===== src/binary_image_thinning_unit_defines.svh =====
// ---------------------------------------------------------------------------
// binary image thinning unit - assertion macros
// shared assertion helpers, compiled out when SYNTH is defined
// ---------------------------------------------------------------------------
`ifndef BINARY_IMAGE_THINNING_UNIT_DEFINES_SVH
`define BINARY_IMAGE_THINNING_UNIT_DEFINES_SVH

`ifndef SYNTH
`define BITU_ASSERT(label, clk, rst_n, cond, msg) \
  label: assert property (@(posedge clk) disable iff (!rst_n) (cond)) else $error(msg);
`define BITU_ASSERT_IMP(label, clk, rst_n, ante, cons, msg) \
  label: assert property (@(posedge clk) disable iff (!rst_n) (ante) |-> (cons)) else $error(msg);
`else
`define BITU_ASSERT(label, clk, rst_n, cond, msg)
`define BITU_ASSERT_IMP(label, clk, rst_n, ante, cons, msg)
`endif

`endif


===== src/bitu_pkg.sv =====
// ---------------------------------------------------------------------------
// bitu_pkg
// types, constants and the per-pixel deletion test of the thinning unit
// ---------------------------------------------------------------------------
package bitu_pkg;

  localparam int unsigned ROW_BITS    = 64;
  localparam int unsigned CFG_W       = 7;
  localparam int unsigned PDATA_W     = 32;
  localparam int unsigned PADDR_W     = 2;
  localparam logic [PADDR_W-1:0] REG_IMAGE_WIDTH = '0;
  localparam logic [CFG_W-1:0] WIDTH_RESET = 7'd64;
  localparam int unsigned MIN_DIM     = 4;
  localparam logic [3:0] NB_MIN       = 4'd2;
  localparam logic [3:0] NB_MAX       = 4'd6;

  typedef enum logic [1:0] {
    ST_IDLE,
    ST_THIN,
    ST_OUT
  } state_e;

  typedef enum logic {
    PH_FIRST,
    PH_SECOND
  } phase_e;

  // zhang-suen deletion test for one set pixel
  function automatic logic zs_delete(input logic ctr, input logic n, input logic ne,
                                     input logic ea, input logic se, input logic so,
                                     input logic sw, input logic we, input logic nw,
                                     input phase_e ph);
    logic [7:0] ring;
    logic [3:0] trans;
    logic [3:0] cnt;
    logic       m1;
    logic       m2;
    ring  = {nw, we, sw, so, se, ea, ne, n};
    trans = 4'd0;
    cnt   = 4'd0;
    for (int i = 0; i < 8; i++) begin
      trans = trans + 4'(!ring[i] && ring[(i + 1) % 8]);
      cnt   = cnt + 4'(ring[i]);
    end
    if (ph == PH_FIRST) begin
      m1 = n & ea & so;
      m2 = ea & so & we;
    end else begin
      m1 = n & ea & we;
      m2 = n & so & we;
    end
    return ctr && (trans == 4'd1) && (cnt >= NB_MIN) && (cnt <= NB_MAX) && !m1 && !m2;
  endfunction

endpackage


===== src/bitu_thin_row.sv =====
// ---------------------------------------------------------------------------
// bitu_thin_row
// one sub-iteration over a full row from a three-row window
// ---------------------------------------------------------------------------
module bitu_thin_row #(
  parameter int unsigned WIDTH = 64
) (
  input  logic [WIDTH-1:0] prev_i,
  input  logic [WIDTH-1:0] cur_i,
  input  logic [WIDTH-1:0] next_i,
  input  logic [WIDTH-1:0] col_en_i,
  input  bitu_pkg::phase_e phase_i,
  output logic [WIDTH-1:0] row_o,
  output logic             any_o
);
  import bitu_pkg::*;

  logic [WIDTH-1:0] marks;

  assign marks[0]       = 1'b0;
  assign marks[WIDTH-1] = 1'b0;

  for (genvar x = 1; x < WIDTH - 1; x++) begin : g_col
    assign marks[x] = col_en_i[x] &&
                      zs_delete(cur_i[x], prev_i[x], prev_i[x+1], cur_i[x+1],
                                next_i[x+1], next_i[x], next_i[x-1], cur_i[x-1],
                                prev_i[x-1], phase_i);
  end

  assign row_o = cur_i & ~marks;
  assign any_o = |marks;

endmodule


===== config.mk =====
export PLATFORM = sky130hd
export DESIGN_NAME = bitu_thin_row
export DESIGN_NICKNAME = d
export VERILOG_FILES = /design/src/binary_image_thinning_unit_defines.svh /design/src/bitu_pkg.sv /design/src/bitu_thin_row.sv
export SDC_FILE = /design/constraint.sdc
export NUM_CORES = 1
export LEC_CHECK = 0
export BUFFER_PORTS_ARGS = -buffer_cell sky130_fd_sc_hd__buf_2
export CORE_MARGIN = 4
export CORE_UTILIZATION = 50
export DETAILED_ROUTE_END_ITERATION = 10
export MAX_ROUTING_LAYER = met4
export PLACE_DENSITY = 0.77
export SLEW_MARGIN = 20
export SYNTH_ARGS = -nofsm -noshare
export SYNTH_HDL_FRONTEND = slang
export SYNTH_SLANG_ARGS = --single-unit
export TNS_END_PERCENT = 20

===== constraint.sdc =====
create_clock -name vclk -period 11.4
set_input_delay 2.28 -clock vclk [all_inputs]
set_output_delay 2.28 -clock vclk [all_outputs]
set_load 0.02 [all_outputs]

==> summary.md, run 1 <==
| Metric | Value |
|---|---|
| Final hold violation count | `0` |
| Detailed-route DRC error count | `0` |
| Fin. max-slew vios | `0` |
| Least-Margin Pin Slew | `between 0.8 and 0.9 ns` |
| Syn_area_per_cell | `~8.5 um2` |
| WP data arrival | `~7.4 ns` |
| Post-CTS Setup Repair Bufs | `0` |
| CP Data Required Time | `9.12 ns` |
| Post-Syn Nets | `around 4300` |
| Maxcap violations | `0` |
| Status | `completed` |
| Hold/Removal Path Class | `in -> out` |
| Vias in the first global route | `approximately 23000` |
| Max VDD drop | `~0.000038 V` |
| Rows | `84` |
| PortBufs | `320` |
| Vias per cell | `~5.4` |
| Register area share after synthesis | `0` |
| WL per Instance | `roughly 16 um` |
| CP Launch Type | `input pin` |
| Slew headroom | `0.4481` |
| GR Util All Layers | `0.2415` |
| Final min period | `approximately 9.7 ns` |
| Synthesized area | `roughly 0.027 mm2` |
| Commonest non-fill, non-tap cell in the layout | `inv_1` |
| Routed Antenna Nets | `0` |
| Layout area overhead | `8.840%` |
| Critical path peak fanout | `6` |
| Leak Pwr | `between 0.01 and 0.015 uW` |
| Worst hold start | `cur_i[0]` |
| Height of the die | `roughly 240 um` |
| Pwr/cell area | `80.21 mW/mm2` |
| Setup-failing EPs final | `0` |
| Post-cts sizing count | `0` |
| Core Footprint | `about 0.053 mm2` |
| Via count | `roughly 23000` |
| Mapped Cells | `~3100` |
| Synth warn | `0` |
| Post-Route WL | `66460 um` |
| Die Wd | `approximately 240 um` |
| WHS Endpoint | `row_o[0]` |
| GR Overflow Total | `0` |
| I/O pin cnt | `between 300 and 400` |
| Critical Path End Type | `primary output` |
| Clkbuf count | `0` |
| Hold Path Depth | `2` |
| Die footprint | `0.05683 mm2` |
| Largest net degree at the start of global routing | `87` |
| RSZ-0062 raised after global routing | `false` |
| Tcrit/Tclk final | `0.8511` |
| Synth unique cells | `68` |
| Utilization after layout | `0.5497` |
| Hold Buf Count CTS | `0` |
| Fin Setup TNS | `0 ns` |
| Fmax | `between 100 and 150 MHz` |
| Most frequent cells in the layout | `805 x inv_1, 492 x fa_1, 438 x ha_1, 339 x nor2_1, 319 x buf_2` |
| Storage cell area | `0 um2` |
| Initial drt markers | `between 1000 and 1500` |
| Fraction of layout cells with a size suffix above 1 | `0.1021` |
| Pre-antenna DRT Iters | `5` |
| Antenna violations before repair | `33` |
| Initial Util | `0.5050` |
| Total power | `around 2300 uW` |
| GP Congestion | `0.9126` |
| Nets | `roughly 4600` |
| CP Class | `in -> out` |
| Fillcell total | `approximately 4900` |
| Hpwl dp | `a little under 60000 um` |
| Count of flip-flops and latches | `0` |
| First-pass GRT wire length | `around 110000 um` |
## layer usage
metal  vias to the layer above  global-route usage  part of all wire  wire (um)
met5                         -                   -                 0          0
met4                         0             0.05594             0.021       1384
met3                        89             0.02809             0.063       4170
met2                       608              0.3976              0.48      32010
met1                     10980              0.3233              0.43      28890
li1                      10820                   -                 -          -
## worst max path at each step
stage	from	end	slack, ns
finish	next_i[5]	any_o	1.70
global route	next_i[8]	any_o	1.36
CTS	next_i[5]	any_o	1.68
detailed placement	next_i[5]	any_o	1.68
global placement	next_i[5]	any_o	1.73
floorplan	cur_i[37]	any_o	2.77
## logic make-up after synthesis
group	Yosys count	share of synthesized area
adder cells (fa/ha/maj)	930	0.5776
multiplexers	49	0.01890
XOR/XNOR	30	0.009900
AO/OA/AOI/OAI	465	0.1222
buffers and inverters	851	0.1229
AND/OR/NAND/NOR	802	0.1484
## layout make-up
class	instances	area, um2	area share
Antenna cell	34	85.08	0.002945
Inverter	808	3033	0.1050
Multi-Input combinational cell	2276	23280	0.8058
Tap cell	688	860.8	0.02980
Timing Repair Buffer	323	1630	0.05644
## synth_stat cells (all sizes together) (8+ instances only)
cell       n  area share
o211ai    56       0.016
o21ai     48      0.0091
fa       492        0.37
xnor2      8      0.0026
a21oi    106       0.020
mux2       9      0.0038
nand4     75       0.018
a311oi     9      0.0030
a21o      25      0.0071
o2111ai   12      0.0040
a31oi     41      0.0097
nand2b    31      0.0073
a211o     14      0.0046
a211oi    35      0.0099
nor3b     36       0.010
clkbuf    21      0.0030
xor2      22      0.0073
o31ai     31      0.0091
nand3b    21      0.0059
mux2i     40       0.015
buf       22      0.0057
nor2     339       0.048
ha       438        0.21
inv      808        0.11
a2111oi   25      0.0086
nand2    117       0.017
and2      37      0.0088
nand3     41      0.0077
nor4      23      0.0054
nor3      18      0.0034
nor2b     39      0.0092
## report_power, final
part | switching [uW] | internal, uW
clock | 0 | 0.000400
sequential | 0 | 0
combinational | 1310 | 1010
## stage by stage
stage                     instance area (um2)  hold WS, ns  setup slack, ns  cells
after floorplan                         26540        4.673            2.774   3127
after global placement                  28800        4.833            1.733   4095
after detailed placement                28800        4.838            1.676   4095
after CTS                               28800        4.838            1.683   4095
after global routing                    28880        4.853            1.357   4126
final                                   28890        4.840            1.697   4129
## worst max-delay path: stages
cell and delay (ns):
buf_2 0.14, inv_1 0.16, nor2_1 0.29, fa_1 0.49
fa_1 0.50, fa_1 0.56, ha_1 0.17, inv_1 0.06
fa_1 0.37, nor2b_1 0.14, a31oi_1 0.12, a2111oi_0 0.11
a21o_1 0.27, or4_1 0.54, nor4_1 0.63, nand4_1 0.33
buf_2 0.26
Note: power is estimated with default switching activity, not from simulation.
==> inputs of run 2 (changes only) <==
==> constraint.sdc (replaced) <==
create_clock -name vclk -period 11.4
set_input_delay 2.28 -clock vclk [all_inputs]
set_output_delay 2.28 -clock vclk [all_outputs]
set_load 0.1 [all_outputs]
==> summary.md, run 2 (synthesized netlist as in run 1, its figures left out) <==
| Metric | Value |
|---|---|
| Least-Margin Pin Slew | `0.7810 ns (was 0.8069 ns)` |
| Detailed-route DRC error count | `0 (unchanged)` |
| Number of buffers and inverters on the critical path | `5 (was 4)` |
| Critical path launch point | `next_i[8] (was next_i[5])` |
| Via count | `22630 (was 22500)` |
| Pre-antenna DRT Iters | `6 (was 5)` |
| Multi-input logic area | `0.02328 mm2 (unchanged)` |
| Post-CTS Setup Repair Bufs | `0 (unchanged)` |
| Worst path slowest cell | `a2111oi_0 (was nor4_1)` |
| Hold Buf Count CTS | `0 (unchanged)` |
| Layout area overhead | `8.877% (was 8.840%)` |
| Top Family by Delay on Critical Path | `adder cells (unchanged)` |
| Largest net degree at the start of global routing | `72 (was 87)` |
| Maxcap violations | `0 (unchanged)` |
| Net Sw Frac | `0.5915 (was 0.5637)` |
| Worst slack, placed | `1.754 ns (was 1.676 ns)` |
| Final min period | `9.631 ns (was 9.703 ns)` |
| Max VDD drop | `0.00005446 V (was 0.00003798 V)` |
| Hold/Removal Path Class | `in -> out (unchanged)` |
| Vias per cell | `5.476 (was 5.449)` |
| Cell Chain, Critical Path | `buf_2 > inv_1 > nor2_1 > fa_1 > fa_1 > fa_1 > ha_1 > inv_1 > fa_1 > nand4_1 > a221o_1 > a2111oi_0 > buf_4 > a2111oi_0 > nand4_1 > nor4_1 > nand4_1 > buf_2 (was buf_2 > inv_1 > nor2_1 > fa_1 > fa_1 > fa_1 > ha_1 > inv_1 > fa_1 > nor2b_1 > a31oi_1 > a2111oi_0 > a21o_1 > or4_1 > nor4_1 > nand4_1 > buf_2)` |
| Int Pwr | `1012 uW (was 1011 uW)` |
| Sequential fraction of design power | `0 (about the same)` |
| Pwr/cell area | `85.77 mW/mm2 (was 80.21 mW/mm2)` |
| Switching power | `1466 uW (was 1306 uW)` |
| CP Data Required Time | `9.12 ns (about the same)` |
| Status | `completed (unchanged)` |
| Critical Path End Type | `primary output (unchanged)` |
| Fraction of layout cells with a size suffix above 1 | `0.1021 (unchanged)` |
| GP Congestion | `0.8988 (was 0.9126)` |
| PortBufs | `320 (unchanged)` |
| CP max stage delay | `0.65 ns (was 0.63 ns)` |
| GR Overflow Total | `0 (unchanged)` |
| Clkbuf count | `0 (unchanged)` |
| Fillcell total | `4893 (was 4873)` |
| Crit path capture | `any_o (unchanged)` |
| Crit path top cell by count | `fa_1 (unchanged)` |
| GR Util All Layers | `0.2407 (was 0.2415)` |
| Final hold violation count | `0 (unchanged)` |
| Fmax | `103.8 MHz (was 103.1 MHz)` |
| Setup-failing EPs final | `0 (unchanged)` |
| Slew headroom | `0.4659 (was 0.4481)` |
| Vias in the first global route | `23100 (was 23220)` |
| Initial Util | `0.5050 (unchanged)` |
| Most frequent cells in the layout | `805 x inv_1, 492 x fa_1, 438 x ha_1, 339 x nor2_1, 319 x buf_2 (unchanged)` |
| Post-cts sizing count | `0 (unchanged)` |
| Die Wd | `238.4 um (unchanged)` |
| Post-Route WL | `67340 um (was 66460 um)` |
| RSZ-0062 raised after global routing | `false (unchanged)` |
| Initial drt markers | `1200 (was 1016)` |
| Worst Slack Setup Final | `1.769 ns (was 1.697 ns)` |
| Height of the die | `238.4 um (unchanged)` |
| Tcrit/Tclk final | `0.8448 (was 0.8511)` |
| Fin Setup TNS | `0 ns (unchanged)` |
| Total power | `2478 uW (was 2317 uW)` |
| Routed Antenna Nets | `0 (unchanged)` |
| WL per Instance | `16.29 um (was 16.09 um)` |
| Core Footprint | `0.05255 mm2 (unchanged)` |
| Rows | `84 (unchanged)` |
| Critical path peak fanout | `7 (was 6)` |
| Leak Pwr | `0.01495 uW (unchanged)` |
| Utilization after layout | `0.5499 (was 0.5497)` |
| Combinational power share | `1.000 (about the same)` |
| Die footprint | `0.05683 mm2 (unchanged)` |
| Count of flip-flops and latches | `0 (unchanged)` |
| WP data arrival | `7.35 ns (was 7.42 ns)` |
| Storage cell area | `0 um2 (unchanged)` |
| Nets | `4596 (unchanged)` |
| CP Depth | `18 (was 17)` |
| Fin. max-slew vios | `0 (unchanged)` |
| First-pass GRT wire length | `111700 um (was 112600 um)` |
| Hpwl dp | `59340 um (was 58740 um)` |
| Antenna violations before repair | `37 (was 33)` |
| I/O pin cnt | `322 (unchanged)` |
| Commonest non-fill, non-tap cell in the layout | `inv_1 (unchanged)` |
| CP Launch Type | `input pin (unchanged)` |
| CP Class | `in -> out (unchanged)` |
| Clk pwr share | `0 (about the same)` |
## run 2: per-layer routing
layer	global-route usage	vias up	wire length [um]
met5	-	-	0
met3	0.04068	109	4817
met1	0.3089	11020	28310
li1	-	10840	-
met4	0.06526	0	1876
met2	0.3976	666	32340
## run 2: power by group through the flow
stage | sequential [uW] | combinational (uW) | clock (uW)
final | 0 | 2480 | 0.000565
after global routing | 0 | 2850 | 0.000538
after CTS | 0 | 2490 | 0
after detailed placement | 0 | 2480 | 0
after global placement | 0 | 2380 | 0
after floorplan | 0 | 1910 | 0
## run 2: area by class of cell
type / instances / share of cell area
well taps: 688 / 0.02979
inverters: 808 / 0.1050
repair buffers: 323 / 0.05642
diodes: 38 / 0.003291
multi-input cells: 2276 / 0.8055
## run 2: how the worst min path moves through the flow
stage	startpoint	to	slack (ns)	depth (start not counted)
2_1_floorplan	cur_i[0]	row_o[0]	4.77	1
3_3_place_gp	cur_i[0]	row_o[0]	4.97	2
3_5_place_dp	cur_i[0]	row_o[0]	4.97	2
4_1_cts	cur_i[0]	row_o[0]	4.97	2
5_1_grt	cur_i[0]	row_o[0]	4.98	2
6_report	cur_i[0]	row_o[0]	4.97	2
## run 2: stage by stage
stage / hold slack (ns) / std cells / instance area [um2]
floorplan: 4.772 / 3127 / 26540
detailed placement: 4.971 / 4095 / 28800
CTS: 4.972 / 4095 / 28800
global placement: 4.969 / 4095 / 28800
finish: 4.974 / 4133 / 28900
global route: 4.980 / 4131 / 28890
